$ cat src/hw/rtl/color_blob_centroid_tracker_defines.svh
// Assertion macros for the color blob centroid tracker.
// Used by the modules that carry concurrent checks; needs clk and rst_n in scope.
`ifndef COLOR_BLOB_CENTROID_TRACKER_DEFINES_SVH
`define COLOR_BLOB_CENTROID_TRACKER_DEFINES_SVH

// Same-cycle implication, off during reset.
`define CBCT_ASSERT_NOW(label, ante, cons, msg) \
  label: assert property (@(posedge clk) disable iff (!rst_n) (ante) |-> (cons)) \
    else $error(msg);

// Next-cycle implication, off during reset.
`define CBCT_ASSERT_NEXT(label, ante, cons, msg) \
  label: assert property (@(posedge clk) disable iff (!rst_n) (ante) |=> (cons)) \
    else $error(msg);

`endif

$ cat src/hw/rtl/cbct_pkg.sv
`timescale 1ns / 1ps
// Shared types and constants of the color blob centroid tracker.
// No dependencies.
package cbct_pkg;

  localparam int CH_W       = 8;
  localparam int THR_W      = 9;
  localparam int LVL_W      = 8;
  localparam int CNT_W      = 23;
  localparam int STRK_LEN_W = 8;
  localparam int FRAME_W    = 12;
  localparam int CFG_IDX_W  = 3;
  localparam int CFG_DATA_W = 23;

  localparam logic [1:0]            COLOR_CHANNEL_RST = 2'd2;
  localparam logic [THR_W-1:0]      REL_THRESHOLD_RST = 9'd128;
  localparam logic [LVL_W-1:0]      MIN_LEVEL_RST     = 8'd200;
  localparam logic [CNT_W-1:0]      MIN_COUNT_RST     = 23'd350;
  localparam logic [STRK_LEN_W-1:0] STREAK_LENGTH_RST = 8'd30;
  localparam logic [FRAME_W-1:0]    FRAME_WIDTH_RST   = 12'd640;
  localparam logic [FRAME_W-1:0]    FRAME_HEIGHT_RST  = 12'd480;

  typedef enum logic [1:0] {
    CH_BLUE  = 2'd0,
    CH_GREEN = 2'd1,
    CH_RED   = 2'd2
  } cbct_chan_t;

  typedef enum logic [CFG_IDX_W-1:0] {
    CFG_COLOR_CHANNEL = 3'd0,
    CFG_REL_THRESHOLD = 3'd1,
    CFG_MIN_LEVEL     = 3'd2,
    CFG_MIN_COUNT     = 3'd3,
    CFG_STREAK_LENGTH = 3'd4,
    CFG_FRAME_WIDTH   = 3'd5,
    CFG_FRAME_HEIGHT  = 3'd6
  } cbct_cfg_idx_t;

  typedef struct packed {
    logic full;
    logic empty;
  } cbct_fifo_stat_t;

  typedef struct packed {
    logic min_x;
    logic min_y;
  } cbct_reload_t;

endpackage

$ cat src/hw/rtl/color_blob_centroid_tracker.sv
`timescale 1ns / 1ps
// Top level of the color blob centroid tracker: configuration registers and wiring.
// Depends on cbct_pkg, cbct_front, cbct_fifo and cbct_back.
//
// Pixels stream in with their coordinates; every accepted pixel gives exactly one
// result carrying its color-match flag. Ordinary pixels go through at one per clock
// while neither out_stall nor a frame summary holds the back end, from the front
// register through a two-entry queue into the result register. The pixel marked
// end_of_frame also carries the frame summary (count, centroid, bounding box, blob
// size, target and fire flags); it holds the back end while the bit-per-cycle
// restoring divider forms the centroid, and the queue and front register keep
// taking pixels until they fill. Configuration writes are always ready and take
// effect on the next cycle; write only while no pixel is in flight.
module color_blob_centroid_tracker import cbct_pkg::*; #(
  parameter int COORD_BITS  = 11,
  parameter int STREAK_BITS = 8
) (
  input  logic                  clk,
  input  logic                  rst_n,
  input  logic                  in_valid,
  output logic                  in_stall,
  input  logic [CH_W-1:0]       in_chan_zero,
  input  logic [CH_W-1:0]       in_chan_one,
  input  logic [CH_W-1:0]       in_chan_two,
  input  logic [COORD_BITS-1:0] in_pixel_x,
  input  logic [COORD_BITS-1:0] in_pixel_y,
  input  logic                  in_end_of_frame,
  output logic                  out_valid,
  input  logic                  out_stall,
  output logic                  out_pixel_match,
  output logic                  out_frame_done,
  output logic [CNT_W-1:0]      out_match_total,
  output logic [COORD_BITS-1:0] out_centre_x,
  output logic [COORD_BITS-1:0] out_centre_y,
  output logic [COORD_BITS:0]   out_box_min_x,
  output logic [COORD_BITS-1:0] out_box_max_x,
  output logic [COORD_BITS:0]   out_box_min_y,
  output logic [COORD_BITS-1:0] out_box_max_y,
  output logic [COORD_BITS-1:0] out_blob_size,
  output logic                  out_target_valid,
  output logic                  out_fire,
  input  logic                  cfg_valid,
  output logic                  cfg_ready,
  input  logic [CFG_IDX_W-1:0]  cfg_index,
  input  logic [CFG_DATA_W-1:0] cfg_data
);

  localparam int ITEM_W = 2 * COORD_BITS + 2;

  logic [1:0]            color_channel_r;
  logic [THR_W-1:0]      rel_threshold_r;
  logic [LVL_W-1:0]      min_level_r;
  logic [CNT_W-1:0]      min_count_r;
  logic [STRK_LEN_W-1:0] streak_length_r;
  logic [FRAME_W-1:0]    frame_width_r;
  logic [FRAME_W-1:0]    frame_height_r;
  cbct_reload_t          reload_r;
  logic                  cfg_wr;

  cbct_fifo_stat_t       fifo_stat;
  logic                  push;
  logic                  pop;
  logic [ITEM_W-1:0]     fr_item;
  logic [ITEM_W-1:0]     rd_item;

  assign cfg_ready = 1'b1;
  assign cfg_wr    = cfg_valid && cfg_ready;

  always_ff @(posedge clk) begin
    if (!rst_n) begin
      color_channel_r <= COLOR_CHANNEL_RST;
      rel_threshold_r <= REL_THRESHOLD_RST;
      min_level_r     <= MIN_LEVEL_RST;
      min_count_r     <= MIN_COUNT_RST;
      streak_length_r <= STREAK_LENGTH_RST;
      frame_width_r   <= FRAME_WIDTH_RST;
      frame_height_r  <= FRAME_HEIGHT_RST;
      reload_r        <= '0;
    end else begin
      reload_r <= '0;
      if (cfg_wr) begin
        unique case (cbct_cfg_idx_t'(cfg_index))
          CFG_COLOR_CHANNEL: color_channel_r <= cfg_data[1:0];
          CFG_REL_THRESHOLD: rel_threshold_r <= cfg_data[THR_W-1:0];
          CFG_MIN_LEVEL:     min_level_r     <= cfg_data[LVL_W-1:0];
          CFG_MIN_COUNT:     min_count_r     <= cfg_data[CNT_W-1:0];
          CFG_STREAK_LENGTH: streak_length_r <= cfg_data[STRK_LEN_W-1:0];
          CFG_FRAME_WIDTH: begin
            frame_width_r  <= cfg_data[FRAME_W-1:0];
            reload_r.min_x <= 1'b1;
          end
          CFG_FRAME_HEIGHT: begin
            frame_height_r <= cfg_data[FRAME_W-1:0];
            reload_r.min_y <= 1'b1;
          end
          default: begin
          end
        endcase
      end
    end
  end

  cbct_front #(
    .COORD_BITS (COORD_BITS)
  ) u_front (
    .clk                (clk),
    .rst_n              (rst_n),
    .in_valid           (in_valid),
    .in_stall           (in_stall),
    .in_chan_zero       (in_chan_zero),
    .in_chan_one        (in_chan_one),
    .in_chan_two        (in_chan_two),
    .in_pixel_x         (in_pixel_x),
    .in_pixel_y         (in_pixel_y),
    .in_end_of_frame    (in_end_of_frame),
    .color_channel      (color_channel_r),
    .relation_threshold (rel_threshold_r),
    .min_level          (min_level_r),
    .fifo_stat          (fifo_stat),
    .push               (push),
    .item               (fr_item)
  );

  cbct_fifo #(
    .WIDTH (ITEM_W)
  ) u_fifo (
    .clk     (clk),
    .rst_n   (rst_n),
    .push    (push),
    .wr_data (fr_item),
    .pop     (pop),
    .rd_data (rd_item),
    .stat    (fifo_stat)
  );

  cbct_back #(
    .COORD_BITS  (COORD_BITS),
    .STREAK_BITS (STREAK_BITS)
  ) u_back (
    .clk              (clk),
    .rst_n            (rst_n),
    .fifo_stat        (fifo_stat),
    .rd_item          (rd_item),
    .pop              (pop),
    .min_count        (min_count_r),
    .streak_length    (streak_length_r),
    .frame_width      (frame_width_r),
    .frame_height     (frame_height_r),
    .reload           (reload_r),
    .out_valid        (out_valid),
    .out_stall        (out_stall),
    .out_pixel_match  (out_pixel_match),
    .out_frame_done   (out_frame_done),
    .out_match_total  (out_match_total),
    .out_centre_x     (out_centre_x),
    .out_centre_y     (out_centre_y),
    .out_box_min_x    (out_box_min_x),
    .out_box_max_x    (out_box_max_x),
    .out_box_min_y    (out_box_min_y),
    .out_box_max_y    (out_box_max_y),
    .out_blob_size    (out_blob_size),
    .out_target_valid (out_target_valid),
    .out_fire         (out_fire)
  );

endmodule

$ cat src/hw/rtl/cbct_front.sv
`timescale 1ns / 1ps
// Front end: accepts pixels, runs the color test, holds one classified transfer.
// Depends on cbct_pkg.
module cbct_front import cbct_pkg::*; #(
  parameter int COORD_BITS = 11
) (
  input  logic                      clk,
  input  logic                      rst_n,
  input  logic                      in_valid,
  output logic                      in_stall,
  input  logic [CH_W-1:0]           in_chan_zero,
  input  logic [CH_W-1:0]           in_chan_one,
  input  logic [CH_W-1:0]           in_chan_two,
  input  logic [COORD_BITS-1:0]     in_pixel_x,
  input  logic [COORD_BITS-1:0]     in_pixel_y,
  input  logic                      in_end_of_frame,
  input  logic [1:0]                color_channel,
  input  logic [THR_W-1:0]          relation_threshold,
  input  logic [LVL_W-1:0]          min_level,
  input  cbct_fifo_stat_t           fifo_stat,
  output logic                      push,
  output logic [2*COORD_BITS+1:0]   item
);

  localparam int SUM_CH_W = CH_W + 2;
  localparam int PROD_W   = THR_W + SUM_CH_W;
  localparam int ITEM_W   = 2 * COORD_BITS + 2;

  logic [CH_W-1:0]     single;
  logic [SUM_CH_W-1:0] ch_sum;
  logic [SUM_CH_W-1:0] div_sum;
  logic [PROD_W-1:0]   rel_lhs;
  logic [PROD_W-1:0]   rel_rhs;
  logic                match;
  logic                accept;
  logic                fr_valid_r;
  logic [ITEM_W-1:0]   fr_item_r;

  always_comb begin
    unique case (color_channel)
      CH_BLUE:  single = in_chan_zero;
      CH_GREEN: single = in_chan_one;
      default:  single = in_chan_two;
    endcase
    ch_sum  = SUM_CH_W'(in_chan_zero) + SUM_CH_W'(in_chan_one) + SUM_CH_W'(in_chan_two);
    div_sum = (ch_sum == '0) ? SUM_CH_W'(1) : ch_sum;
    rel_lhs = PROD_W'({single, 8'b0});
    rel_rhs = PROD_W'(relation_threshold) * PROD_W'(div_sum);
    match   = (rel_lhs >= rel_rhs) && (single >= min_level)
              && (ch_sum >= SUM_CH_W'(min_level));
  end

  assign in_stall = fr_valid_r && fifo_stat.full;
  assign accept   = in_valid && !in_stall;
  assign push     = fr_valid_r && !fifo_stat.full;
  assign item     = fr_item_r;

  always_ff @(posedge clk) begin
    if (!rst_n) begin
      fr_valid_r <= 1'b0;
    end else if (accept) begin
      fr_valid_r <= 1'b1;
    end else if (push) begin
      fr_valid_r <= 1'b0;
    end
  end

  always_ff @(posedge clk) begin
    if (accept) begin
      fr_item_r <= {match, in_end_of_frame, in_pixel_x, in_pixel_y};
    end
  end

endmodule

$ cat src/hw/rtl/cbct_fifo.sv
`timescale 1ns / 1ps
// Two-entry queue between the front and back ends.
// Depends on cbct_pkg and the assertion macro header.
`include "color_blob_centroid_tracker_defines.svh"
module cbct_fifo import cbct_pkg::*; #(
  parameter int WIDTH = 24
) (
  input  logic             clk,
  input  logic             rst_n,
  input  logic             push,
  input  logic [WIDTH-1:0] wr_data,
  input  logic             pop,
  output logic [WIDTH-1:0] rd_data,
  output cbct_fifo_stat_t  stat
);

  localparam int DEPTH = 2;
  localparam int PTR_W = $clog2(DEPTH);
  localparam int CNT_W_Q = $clog2(DEPTH + 1);

  logic [WIDTH-1:0]   mem_r [DEPTH];
  logic [PTR_W-1:0]   wr_ptr_r;
  logic [PTR_W-1:0]   rd_ptr_r;
  logic [CNT_W_Q-1:0] count_r;

  assign stat.full  = (count_r == CNT_W_Q'(DEPTH));
  assign stat.empty = (count_r == '0);
  assign rd_data    = mem_r[rd_ptr_r];

  always_ff @(posedge clk) begin
    if (!rst_n) begin
      wr_ptr_r <= '0;
      rd_ptr_r <= '0;
      count_r  <= '0;
    end else begin
      if (push) begin
        wr_ptr_r <= wr_ptr_r + PTR_W'(1);
      end
      if (pop) begin
        rd_ptr_r <= rd_ptr_r + PTR_W'(1);
      end
      if (push && !pop) begin
        count_r <= count_r + CNT_W_Q'(1);
      end else if (pop && !push) begin
        count_r <= count_r - CNT_W_Q'(1);
      end
    end
  end

  always_ff @(posedge clk) begin
    if (push) begin
      mem_r[wr_ptr_r] <= wr_data;
    end
  end

  `CBCT_ASSERT_NOW(a_push_has_room, push, !stat.full, "transfer into full queue")
  `CBCT_ASSERT_NOW(a_pop_has_data, pop, !stat.empty, "read from empty queue")

endmodule

$ cat src/hw/rtl/cbct_div.sv
`timescale 1ns / 1ps
// Two-lane restoring divider, one quotient bit per cycle, shared divisor.
// Depends on cbct_pkg.
module cbct_div import cbct_pkg::*; #(
  parameter int SUM_W = 34,
  parameter int DIV_W = 23,
  parameter int Q_W   = 11
) (
  input  logic             clk,
  input  logic             rst_n,
  input  logic             start,
  input  logic [SUM_W-1:0] dividend_x,
  input  logic [SUM_W-1:0] dividend_y,
  input  logic [DIV_W-1:0] divisor,
  output logic [Q_W-1:0]   quot_x,
  output logic [Q_W-1:0]   quot_y,
  output logic             done
);

  localparam int STEP_W = $clog2(Q_W);

  logic              busy_r;
  logic              done_r;
  logic [STEP_W-1:0] step_r;
  logic [SUM_W-1:0]  rem_x_r;
  logic [SUM_W-1:0]  rem_y_r;
  logic [SUM_W-1:0]  dsh_r;
  logic [Q_W-1:0]    q_x_r;
  logic [Q_W-1:0]    q_y_r;
  logic              ge_x;
  logic              ge_y;

  assign ge_x   = (rem_x_r >= dsh_r);
  assign ge_y   = (rem_y_r >= dsh_r);
  assign quot_x = q_x_r;
  assign quot_y = q_y_r;
  assign done   = done_r;

  always_ff @(posedge clk) begin
    if (!rst_n) begin
      busy_r <= 1'b0;
      done_r <= 1'b0;
      step_r <= '0;
    end else begin
      done_r <= 1'b0;
      if (start) begin
        busy_r <= 1'b1;
        step_r <= STEP_W'(Q_W - 1);
      end else if (busy_r) begin
        if (step_r == '0) begin
          busy_r <= 1'b0;
          done_r <= 1'b1;
        end else begin
          step_r <= step_r - STEP_W'(1);
        end
      end
    end
  end

  always_ff @(posedge clk) begin
    if (start) begin
      rem_x_r <= dividend_x;
      rem_y_r <= dividend_y;
      dsh_r   <= SUM_W'(divisor) << (Q_W - 1);
    end else if (busy_r) begin
      if (ge_x) begin
        rem_x_r <= rem_x_r - dsh_r;
      end
      if (ge_y) begin
        rem_y_r <= rem_y_r - dsh_r;
      end
      q_x_r <= {q_x_r[Q_W-2:0], ge_x};
      q_y_r <= {q_y_r[Q_W-2:0], ge_y};
      dsh_r <= dsh_r >> 1;
    end
  end

endmodule

$ cat src/hw/rtl/cbct_back.sv
`timescale 1ns / 1ps
// Back end: frame accumulators, frame-end summary, streak and result register.
// Depends on cbct_pkg, cbct_div and the assertion macro header.
`include "color_blob_centroid_tracker_defines.svh"
module cbct_back import cbct_pkg::*; #(
  parameter int COORD_BITS  = 11,
  parameter int STREAK_BITS = 8
) (
  input  logic                    clk,
  input  logic                    rst_n,
  input  cbct_fifo_stat_t         fifo_stat,
  input  logic [2*COORD_BITS+1:0] rd_item,
  output logic                    pop,
  input  logic [CNT_W-1:0]        min_count,
  input  logic [STRK_LEN_W-1:0]   streak_length,
  input  logic [FRAME_W-1:0]      frame_width,
  input  logic [FRAME_W-1:0]      frame_height,
  input  cbct_reload_t            reload,
  output logic                    out_valid,
  input  logic                    out_stall,
  output logic                    out_pixel_match,
  output logic                    out_frame_done,
  output logic [CNT_W-1:0]        out_match_total,
  output logic [COORD_BITS-1:0]   out_centre_x,
  output logic [COORD_BITS-1:0]   out_centre_y,
  output logic [COORD_BITS:0]     out_box_min_x,
  output logic [COORD_BITS-1:0]   out_box_max_x,
  output logic [COORD_BITS:0]     out_box_min_y,
  output logic [COORD_BITS-1:0]   out_box_max_y,
  output logic [COORD_BITS-1:0]   out_blob_size,
  output logic                    out_target_valid,
  output logic                    out_fire
);

  localparam int CB     = COORD_BITS;
  localparam int BOX_W  = CB + 1;
  localparam int SUM_W  = CNT_W + CB;
  localparam int ITEM_W = 2 * CB + 2;
  localparam int S_W    = CB + 3;
  localparam int CMP_W  = (STREAK_BITS > STRK_LEN_W) ? STREAK_BITS : STRK_LEN_W;

  typedef enum logic [1:0] {
    ST_RUN,
    ST_DIV,
    ST_FIN
  } state_t;

  state_t state_r;

  logic          it_match;
  logic          it_eof;
  logic [CB-1:0] it_x;
  logic [CB-1:0] it_y;
  logic          out_free;
  logic          fin_go;
  logic          div_start;
  logic          div_done;
  logic [CB-1:0] quot_x;
  logic [CB-1:0] quot_y;
  logic [CNT_W-1:0] div_dvs;

  logic [CNT_W-1:0] count_r, count_upd, count_nxt;
  logic [SUM_W-1:0] sumx_r, sumx_upd, sumx_nxt;
  logic [SUM_W-1:0] sumy_r, sumy_upd, sumy_nxt;
  logic [BOX_W-1:0] minx_r, minx_upd, minx_nxt;
  logic [CB-1:0]    maxx_r, maxx_upd, maxx_nxt;
  logic [BOX_W-1:0] miny_r, miny_upd, miny_nxt;
  logic [CB-1:0]    maxy_r, maxy_upd, maxy_nxt;

  logic [CNT_W-1:0] sn_count_r;
  logic [BOX_W-1:0] sn_minx_r;
  logic [CB-1:0]    sn_maxx_r;
  logic [BOX_W-1:0] sn_miny_r;
  logic [CB-1:0]    sn_maxy_r;
  logic             sn_match_r;

  logic [STREAK_BITS-1:0] streak_cnt_r, streak_cnt_nxt, streak_inc;
  logic [CB-1:0]          streak_min_r, streak_min_nxt;

  logic signed [S_W-1:0] s_sum;
  logic signed [S_W-1:0] s_rnd;
  logic [S_W-1:0]        half_u;
  logic [CB-1:0]         local_sz;
  logic [CB-1:0]         size_out;
  logic                  tgt;
  logic                  fire;

  logic             out_valid_r;
  logic             out_match_r;
  logic             out_done_r;
  logic [CNT_W-1:0] out_total_r;
  logic [CB-1:0]    out_cx_r;
  logic [CB-1:0]    out_cy_r;
  logic [BOX_W-1:0] out_minx_r;
  logic [CB-1:0]    out_maxx_r;
  logic [BOX_W-1:0] out_miny_r;
  logic [CB-1:0]    out_maxy_r;
  logic [CB-1:0]    out_size_r;
  logic             out_tgt_r;
  logic             out_fire_r;

  assign it_match = rd_item[ITEM_W-1];
  assign it_eof   = rd_item[ITEM_W-2];
  assign it_x     = rd_item[2*CB-1:CB];
  assign it_y     = rd_item[CB-1:0];

  assign out_free  = !out_valid_r || !out_stall;
  assign pop       = (state_r == ST_RUN) && !fifo_stat.empty && out_free;
  assign fin_go    = (state_r == ST_FIN) && out_free;
  assign div_start = pop && it_eof;
  assign div_dvs   = (count_upd == '0) ? CNT_W'(1) : count_upd;

  always_comb begin
    count_upd = count_r;
    sumx_upd  = sumx_r;
    sumy_upd  = sumy_r;
    minx_upd  = minx_r;
    maxx_upd  = maxx_r;
    miny_upd  = miny_r;
    maxy_upd  = maxy_r;
    if (it_match) begin
      if (count_r != '1) begin
        count_upd = count_r + CNT_W'(1);
        sumx_upd  = sumx_r + SUM_W'(it_x);
        sumy_upd  = sumy_r + SUM_W'(it_y);
      end
      if (BOX_W'(it_x) < minx_r) begin
        minx_upd = BOX_W'(it_x);
      end
      if (it_x > maxx_r) begin
        maxx_upd = it_x;
      end
      if (BOX_W'(it_y) < miny_r) begin
        miny_upd = BOX_W'(it_y);
      end
      if (it_y > maxy_r) begin
        maxy_upd = it_y;
      end
    end

    count_nxt = count_r;
    sumx_nxt  = sumx_r;
    sumy_nxt  = sumy_r;
    minx_nxt  = minx_r;
    maxx_nxt  = maxx_r;
    miny_nxt  = miny_r;
    maxy_nxt  = maxy_r;
    if (reload.min_x && (count_r == '0)) begin
      minx_nxt = BOX_W'(frame_width);
    end
    if (reload.min_y && (count_r == '0)) begin
      miny_nxt = BOX_W'(frame_height);
    end
    if (pop) begin
      if (it_eof) begin
        count_nxt = '0;
        sumx_nxt  = '0;
        sumy_nxt  = '0;
        minx_nxt  = BOX_W'(frame_width);
        maxx_nxt  = '0;
        miny_nxt  = BOX_W'(frame_height);
        maxy_nxt  = '0;
      end else begin
        count_nxt = count_upd;
        sumx_nxt  = sumx_upd;
        sumy_nxt  = sumy_upd;
        minx_nxt  = minx_upd;
        maxx_nxt  = maxx_upd;
        miny_nxt  = miny_upd;
        maxy_nxt  = maxy_upd;
      end
    end
  end

  always_comb begin
    s_sum = $signed(S_W'(sn_maxx_r)) - $signed(S_W'(sn_minx_r))
            + $signed(S_W'(sn_maxy_r)) - $signed(S_W'(sn_miny_r));
    s_rnd  = s_sum + $signed(S_W'(1));
    half_u = $unsigned(s_rnd) >> 1;
    if (s_sum[S_W-1]) begin
      local_sz = '0;
    end else if (half_u > S_W'({CB{1'b1}})) begin
      local_sz = '1;
    end else begin
      local_sz = half_u[CB-1:0];
    end
    size_out   = (local_sz < streak_min_r) ? local_sz : streak_min_r;
    streak_inc = (streak_cnt_r == '1) ? streak_cnt_r : streak_cnt_r + STREAK_BITS'(1);

    streak_cnt_nxt = streak_cnt_r;
    streak_min_nxt = streak_min_r;
    tgt  = 1'b0;
    fire = 1'b0;
    if ((quot_x != '0) && (quot_y != '0)) begin
      if (sn_count_r > min_count) begin
        tgt = 1'b1;
        if (CMP_W'(streak_inc) >= CMP_W'(streak_length)) begin
          fire           = 1'b1;
          streak_cnt_nxt = '0;
          streak_min_nxt = '1;
        end else begin
          streak_cnt_nxt = streak_inc;
          streak_min_nxt = size_out;
        end
      end else begin
        streak_cnt_nxt = '0;
        streak_min_nxt = '1;
      end
    end
  end

  cbct_div #(
    .SUM_W (SUM_W),
    .DIV_W (CNT_W),
    .Q_W   (CB)
  ) u_div (
    .clk        (clk),
    .rst_n      (rst_n),
    .start      (div_start),
    .dividend_x (sumx_upd),
    .dividend_y (sumy_upd),
    .divisor    (div_dvs),
    .quot_x     (quot_x),
    .quot_y     (quot_y),
    .done       (div_done)
  );

  always_ff @(posedge clk) begin
    if (!rst_n) begin
      state_r      <= ST_RUN;
      out_valid_r  <= 1'b0;
      count_r      <= '0;
      sumx_r       <= '0;
      sumy_r       <= '0;
      minx_r       <= BOX_W'(FRAME_WIDTH_RST);
      maxx_r       <= '0;
      miny_r       <= BOX_W'(FRAME_HEIGHT_RST);
      maxy_r       <= '0;
      streak_cnt_r <= '0;
      streak_min_r <= '1;
    end else begin
      count_r <= count_nxt;
      sumx_r  <= sumx_nxt;
      sumy_r  <= sumy_nxt;
      minx_r  <= minx_nxt;
      maxx_r  <= maxx_nxt;
      miny_r  <= miny_nxt;
      maxy_r  <= maxy_nxt;
      if (out_valid_r && !out_stall) begin
        out_valid_r <= 1'b0;
      end
      unique case (state_r)
        ST_RUN: begin
          if (pop) begin
            if (it_eof) begin
              sn_count_r <= count_upd;
              sn_minx_r  <= minx_upd;
              sn_maxx_r  <= maxx_upd;
              sn_miny_r  <= miny_upd;
              sn_maxy_r  <= maxy_upd;
              sn_match_r <= it_match;
              state_r    <= ST_DIV;
            end else begin
              out_valid_r <= 1'b1;
              out_match_r <= it_match;
              out_done_r  <= 1'b0;
              out_total_r <= '0;
              out_cx_r    <= '0;
              out_cy_r    <= '0;
              out_minx_r  <= '0;
              out_maxx_r  <= '0;
              out_miny_r  <= '0;
              out_maxy_r  <= '0;
              out_size_r  <= '0;
              out_tgt_r   <= 1'b0;
              out_fire_r  <= 1'b0;
            end
          end
        end
        ST_DIV: begin
          if (div_done) begin
            state_r <= ST_FIN;
          end
        end
        ST_FIN: begin
          if (fin_go) begin
            out_valid_r  <= 1'b1;
            out_match_r  <= sn_match_r;
            out_done_r   <= 1'b1;
            out_total_r  <= sn_count_r;
            out_cx_r     <= quot_x;
            out_cy_r     <= quot_y;
            out_minx_r   <= sn_minx_r;
            out_maxx_r   <= sn_maxx_r;
            out_miny_r   <= sn_miny_r;
            out_maxy_r   <= sn_maxy_r;
            out_size_r   <= size_out;
            out_tgt_r    <= tgt;
            out_fire_r   <= fire;
            streak_cnt_r <= streak_cnt_nxt;
            streak_min_r <= streak_min_nxt;
            state_r      <= ST_RUN;
          end
        end
        default: begin
          state_r <= ST_RUN;
        end
      endcase
    end
  end

  assign out_valid        = out_valid_r;
  assign out_pixel_match  = out_match_r;
  assign out_frame_done   = out_done_r;
  assign out_match_total  = out_total_r;
  assign out_centre_x     = out_cx_r;
  assign out_centre_y     = out_cy_r;
  assign out_box_min_x    = out_minx_r;
  assign out_box_max_x    = out_maxx_r;
  assign out_box_min_y    = out_miny_r;
  assign out_box_max_y    = out_maxy_r;
  assign out_blob_size    = out_size_r;
  assign out_target_valid = out_tgt_r;
  assign out_fire         = out_fire_r;

  `CBCT_ASSERT_NOW(a_div_done_in_div, div_done, state_r == ST_DIV, "divider done outside wait")
  `CBCT_ASSERT_NOW(a_box_x_order, count_r != '0, BOX_W'(maxx_r) >= minx_r, "x box inverted")
  `CBCT_ASSERT_NOW(a_box_y_order, count_r != '0, BOX_W'(maxy_r) >= miny_r, "y box inverted")
  `CBCT_ASSERT_NEXT(a_fin_shows_summary, fin_go, out_valid_r && out_done_r, "summary not shown")

endmodule

$ cat config.mk
export PLATFORM = sky130hd
export DESIGN_NAME = color_blob_centroid_tracker
export DESIGN_NICKNAME = d
export VERILOG_FILES = /design/src/hw/rtl/cbct_pkg.sv /design/src/hw/rtl/color_blob_centroid_tracker.sv /design/src/hw/rtl/cbct_front.sv /design/src/hw/rtl/cbct_fifo.sv /design/src/hw/rtl/cbct_div.sv /design/src/hw/rtl/cbct_back.sv
export VERILOG_INCLUDE_DIRS = /design/src /design/src/hw/rtl
export SDC_FILE = /design/constraint.sdc
export NUM_CORES = 2
export LEC_CHECK = 0
export ABC_CLOCK_PERIOD_IN_PS = 11300
export BUFFER_PORTS_ARGS = -buffer_cell sky130_fd_sc_hd__buf_4
export CORE_AREA = 2 2 268 270
export CTS_CLUSTER_DIAMETER = 100
export CTS_CLUSTER_SIZE = 30
export DETAILED_ROUTE_END_ITERATION = 16
export DIE_AREA = 0 0 270 272
export PLACE_DENSITY_LB_ADDON = 0.1
export SETUP_SLACK_MARGIN = 0.15
export SLEW_MARGIN = 40
export SYNTH_ARGS = -nofsm -noshare
export SYNTH_HDL_FRONTEND = slang
export SYNTH_HIERARCHICAL = 1
export SYNTH_SLANG_ARGS = --single-unit
export TNS_END_PERCENT = 100
$ cat constraint.sdc
create_clock -name clk -period 11.3 [get_ports clk]
set_input_delay 1.695 -clock clk [delete_from_list [all_inputs] [get_ports clk]]
set_output_delay 1.695 -clock clk [all_outputs]
set_load 0.05 [all_outputs]
# Word level (Yosys, flattened, before mapping)
# Memories as Yosys holds them, arrays and structs flattened. A register that Yosys moved wholly into a read port is not among the register bits.
# Index checks and enable logic that the tools add are counted.
# Widths: inputs -> output; s select.
# op_classes
addsub,17
n_mul,1
div,0
order_cmp,13
n_eq_ne,18
shift,0
n_mux,110
bitwise,4
n_reduce_logical,60
# op_table
op,n
$mux 34,12
$mux 11,18
$mux 12,14
$mux 23,7
$pmux 11 s2,5
$add 34x11->34,2
$ge 34x33->1,2
$sub 34x33->34,2
$mux 33,2
$pmux 12 s2,2
$logic_not 23->1,2
$pmux 23 s2,1
$mux 1,29
$reduce_and 2->1,13
$lt 11x12->1,2
$mux 8,3
$add 23x1->23 const B,1
$gt 23x23->1,1
$ne 23x23->1 const B,1
$gt 11x11->1,2
$reduce_bool 11->1,2
$ge 16x19->1,1
$mul 9x10->19,1
$ge 8x8->1,2
42 further kinds,96
# word_totals
ff_bits,569
latchBits,0
ramBits,48
romBits,0
inputBits,78
output_inout_bits,109
word_cells,277
n_memories,1
# memory_table
memory,depth,word_bits,rd,rd_clocked_by_memory_dff,wr,line,rtl
u_fifo.mem_r,2,24,1,1,1,cbct_fifo.sv:21,logic [WIDTH-1:0] mem_r [DEPTH];

# Longest topological paths before layout
# depth
ltp_word,11
depth_mapped,35
depth_no_buf,35

# Cells and area by module
# The synthesis kept the hierarchy.
# by_module_without_submodules
mod,instances,cells_each,area_per_inst_um2,seq_area_each_um2
cbct_back,1,2038,19815.3,8468.1
cbct_div,1,925,8884.8,3713.6
cbct_front,1,523,4928.5,740.7
color_blob_centroid_tracker,1,291,2967.8,1521.5
cbct_fifo,1,97,1950.6,1541.5

# Worst setup path after synthesis
# Ideal clock, no wire load.
# synth_path
path_kind,input to register
start,input in_chan_zero[1]
end,"register u_front.fr_item_r[23], in the netlist u_front/item[23], data pin"
setup_time_ns,0.150
arrival_time_ns,9.087
required_time_ns,11.150
path_slack_ns,2.063
cell_stages,31
path_buffers,0
path_cell_list,inv_1 fa_1 inv_1 ha_1 fa_1 a211o_1 nor2b_1 o311ai_1 nor2_1 a31oi_1 nand2b_1 fa_1 fa_1 inv_1 fa_1 inv_1 fa_1 inv_1 ha_1 o21a_1 o31a_1 o31a_1 a21o_1 ha_1 or4b_4 a2111oi_4 o211ai_1 a211o_1 a211oi_2 o211ai_1 nor3_2
# synth_between
elab_chain_cells,8
elab_cells_between_ends,11
cone_classes,add/sub (2); mul (1); order compare (3); mux (2); reduce/logical (3)
# synth_lines
item,line,rtl
"start, declared",color_blob_centroid_tracker.sv:22,"input logic [CH_W-1:0] in_chan_zero,"
$add 8x8->9,cbct_front.sv:45,ch_sum = SUM_CH_W'(in_chan_zero) + SUM_CH_W'(in_chan_one) + SUM_CH_W'(in_chan_two);
$add 10x8->10,cbct_front.sv:45,
$logic_not 10->1,cbct_front.sv:46,div_sum = (ch_sum == '0) ? SUM_CH_W'(1) : ch_sum;
$mux 10,cbct_front.sv:46,
$mul 9x10->19,cbct_front.sv:48,rel_rhs = PROD_W'(relation_threshold) * PROD_W'(div_sum);
$ge 16x19->1,cbct_front.sv:49,match = (rel_lhs >= rel_rhs) && (single >= min_level)
$logic_and 1x1->1,cbct_front.sv:49,
$logic_and 1x1->1 (*),cbct_front.sv:50,&& (ch_sum >= SUM_CH_W'(min_level));
via u_front.match,cbct_front.sv:34,logic match;
"end signal, assigned",cbct_front.sv:70,"fr_item_r <= {match, in_end_of_frame, in_pixel_x, in_pixel_y};"
"end, declared",cbct_front.sv:37,logic [ITEM_W-1:0] fr_item_r;
# Mark *: on every way through the listed nets, which the timed path passes. The rest lies on a longest branch.
# A chain may end at the register's enable or synchronous reset.

# Worst setup path in the final report
# Same ends and word-level chain as after synthesis.

==> results by group <==
Status
  • Status: finished clean

Synth
  • Prevailing post-synth register cell: edfxtp_1
  • Cells after Synth: 3874
  • Yosys warns: 6
  • Syn nets: 4308
  • EDFF count, synth: 361
  • Number of distinct library cells after synthesis: 112
  • Async S/R FF share, synth: 0%
  • Post-synthesis area per instance: 9.95 sq um
  • Seq cells post-synth: 618
  • Cell area after synthesis: 38500 sq um
  • Seq/Total Area, Yosys: 41.5%

CTS
  • Root Driver: clkbuf_16
  • Clock Pin Slew Worst Setup and Hold Paths: around 110 ps
  • Post-CTS sizing: 0
  • TritonCTS clock tree: yes
  • Max clock buf depth: 3
  • Clk Latency, worst-skew pair: 650 ps
  • Post-CTS Setup Bufs: 0
  • Hold buffer count at CTS: 0
  • Clock Sinks: 618
  • Num CTS Buffers: 29
  • Htree depth: 1

Cells and area
  • Post-route insts no fill: 4910
  • Fillers: 6103
  • # nets final: 4371
  • Share of cells above drive strength 1: between 10% and 20%
  • Register Area: approximately 16000 sq um
  • Antenna diodes: 0
  • Syn-to-layout area delta: 8.04%
  • Multi-input logic area: 20700 sq um

Setup path
  • Worst path slowest cell: a31oi_1
  • Worst Path Max Fanout: 11
  • Element type at the critical path end: register
  • Startpoint Class: input pin
  • Reg2Reg Launch Point: u_back/sn_minx_r[0]
  • Max stage delay on crit path: 580 ps
  • Most frequent CP cell: fa_1
  • Critical Path RT: 11680 ps
  • Critical Path AT: approximately 10000 ps
  • Worst Setup SP: in_chan_zero[1]
  • Setup CP Type: input pin to register

Global route
  • Antenna violations before repair: 3
  • First-pass GRT wire length: 152 mm
  • Vias in the first global route: ~27000
  • Largest net degree at the start of global routing: about 100
  • Total Routing Usage GR: 25.8%
  • GR Overflow Total: 0

Floorplanning
  • Core area: 70800 sq um
  • Starting Density: 54.5%
  • Die width: 270 um
  • Die area: between 70000 and 80000 sq um
  • Std-Cell Rows: between 90 and 100
  • Die Span Y: 272 um
  • Ports: 187

Place
  • Inst Count DP: 4856
  • Port bufs: about 190
  • Global placement routability congestion: roughly 0.90
  • Dpl hpwl: 71.8 mm

Power and ir drop
  • Clock power frac: 13.9%
  • Switching power: 0.00421 W
  • Sw Share: 43.5%
  • Logic pwr share: 53.7%
  • Reg power frac: around 32%
  • Int Power: 0.00547 W
  • P_leak: 17.2 nW
  • Peak VDD IR: 156 uV
  • Pwr Density: 233 nW/um^2

STA
  • Final worst-path cycle share: a little under nine tenths
  • Slew @ Worst Pin: 887 ps
  • Clock Skew: 36.9 ps
  • Slew Viols, Final: 0
  • Worst slew margin: 40.9%
  • RSZ-0062 raised after global routing: false
  • Final TNS setup: 0 ps
  • Hold slack: ~460 ps
  • Hold Vio Cnt, Final: 0
  • Fmax: 104 MHz
  • Crit path time final: ~9600 ps
  • Setup violators final: 0

Route
  • Initial DRC Count: 2392
  • DRC viols: 0
  • DR vias: between 20000 and 30000
  • Final wirelength: approximately 96 mm
  • Post-DRT Antenna Nets: 0
  • Total iterations of the first detailed-routing run: 7
  • Vias per cell: approximately 5.8
  • WL per Instance: 19.7 um

Worst hold path
  • Hold path startpoint: u_front/item[17]
  • HP Class: register to register

Flow run
  • MaxCap Viol Count: 0
## final timing paths
check | to | slack (ps) | cells past startpoint
worst max-delay path | u_front/item[23] | 1670 | 36
worst min-delay path | u_fifo/mem_r[1][17] | 460 | 0
worst max register to register | u_back/streak_min_r[3] | 3280 | 31
worst min register to register | u_fifo/mem_r[1][17] | 460 | 0
## final cells by class
| class | instances | share of cell area [%] |
|---|---|---|
| flip-flops and latches | 618 | 38.4 |
| clock inverters | 19 | 0.640 |
| repair buffers | 219 | 4.03 |
| clock buffers | 35 | 1.80 |
| multi-input cells | 2779 | 49.7 |
| well taps | 950 | 2.85 |
| inverters | 290 | 2.62 |
## worst max-delay path: cells and delay by family
kind / cells / cell delay (ps)
fa+ha+maj: 9 / 3650
compound gates: 14 / 3070
simple gates: 5 / 870
buf+inv: 7 / 550
xor+xnor: 1 / 140
## cell usage after synthesis, drive strengths merged (117+ instances only)
master	instances	area (sq um)
o21ai	238	1190
a21oi	166	846
nor2b	120	751
inv	288	1080
mux2i	117	1170
and2	141	883
edfxtp	361	10800
ha	274	3430
nor2	151	574
xnor2	122	1070
nand2	390	1470
clkbuf	142	593
dfxtp	257	5140
## registers in the layout, indices dropped and copies added (netlist names), 23 cells and up, named ones only
register and count:
min_count_r 23, u_back/count_r 23, u_back/out_match_total 23, u_back/sn_count_r 23
u_back/sumx_r 34, u_back/sumy_r 34, u_back/u_div/dsh_r 33, u_back/u_div/rem_x_r 34
u_back/u_div/rem_y_r 34, u_fifo/mem_r 48, u_front/item 24
## stage by stage
stage,area [sq um],util (%),worst slack [ps],total power [W]
after floorplan,38500,-,2060,0.00709
after global placement,40500,57.3,1160,0.00825
after global routing,41600,58.9,1140,0.0104
after detailed placement,40600,57.4,1110,0.00830
final,41600,58.9,1670,0.00969
after CTS,41600,58.8,1760,0.00967
## cells by family (layout without fill, tap and decap cells)
| group | after synthesis | count (layout) | share of synthesized area, % |
|---|---|---|---|
| AND/OR/NAND/NOR | 1178 | 1178 | 15.8 |
| flip-flops | 618 | 618 | 41.5 |
| XOR/XNOR | 201 | 201 | 4.57 |
| adder cells (fa/ha/maj) | 356 | 356 | 13.2 |
| buffers and inverters | 477 | 563 | 5.17 |
| other | 1 | 1 | 0.00973 |
| multiplexers | 178 | 178 | 4.82 |
| AO/OA/AOI/OAI | 865 | 865 | 15.0 |
## metal layers
layer,track usage (%),wire [um]
met2,41.6,43800
met5,0,26
met4,5.72,1960
met3,2.60,4590
met1,37.8,46100
## cell usage in the layout, fill, tap and decap left out, types with 26 or more instances in the layout
| master | instances |
|---|---|
| nand2_1 | 389 |
| edfxtp_1 | 361 |
| inv_1 | 285 |
| ha_1 | 274 |
| dfxtp_1 | 256 |
| o21ai_0 | 217 |
| buf_4 | 213 |
| a21oi_1 | 161 |
| nor2_1 | 148 |
| and2_1 | 137 |
| xnor2_1 | 121 |
| mux2i_1 | 117 |
| nor2b_1 | 117 |
| nand3_1 | 87 |
| fa_1 | 82 |
| xor2_1 | 78 |
| a21o_1 | 67 |
| mux2_2 | 61 |
| nor3_1 | 53 |
| a22o_1 | 47 |
| nand4_1 | 39 |
| o31ai_1 | 39 |
| a31oi_1 | 36 |
| a22oi_1 | 36 |
| and3_1 | 35 |
| nand2b_1 | 33 |
| o21a_1 | 32 |
| clkbuf_16 | 29 |
| or3_1 | 26 |
## power by group through the flow
| stage | clock network, W | logic (W) | registers [W] |
|---|---|---|---|
| final | 0.00135 | 0.00520 | 0.00314 |
| after global routing | 0.00145 | 0.00577 | 0.00318 |
| after CTS | 0.00138 | 0.00514 | 0.00314 |
| after detailed placement | 0 | 0.00510 | 0.00319 |
| after global placement | 0 | 0.00506 | 0.00318 |
| after floorplan | 0 | 0.00382 | 0.00327 |
Note: power is estimated with default switching activity, not from simulation.
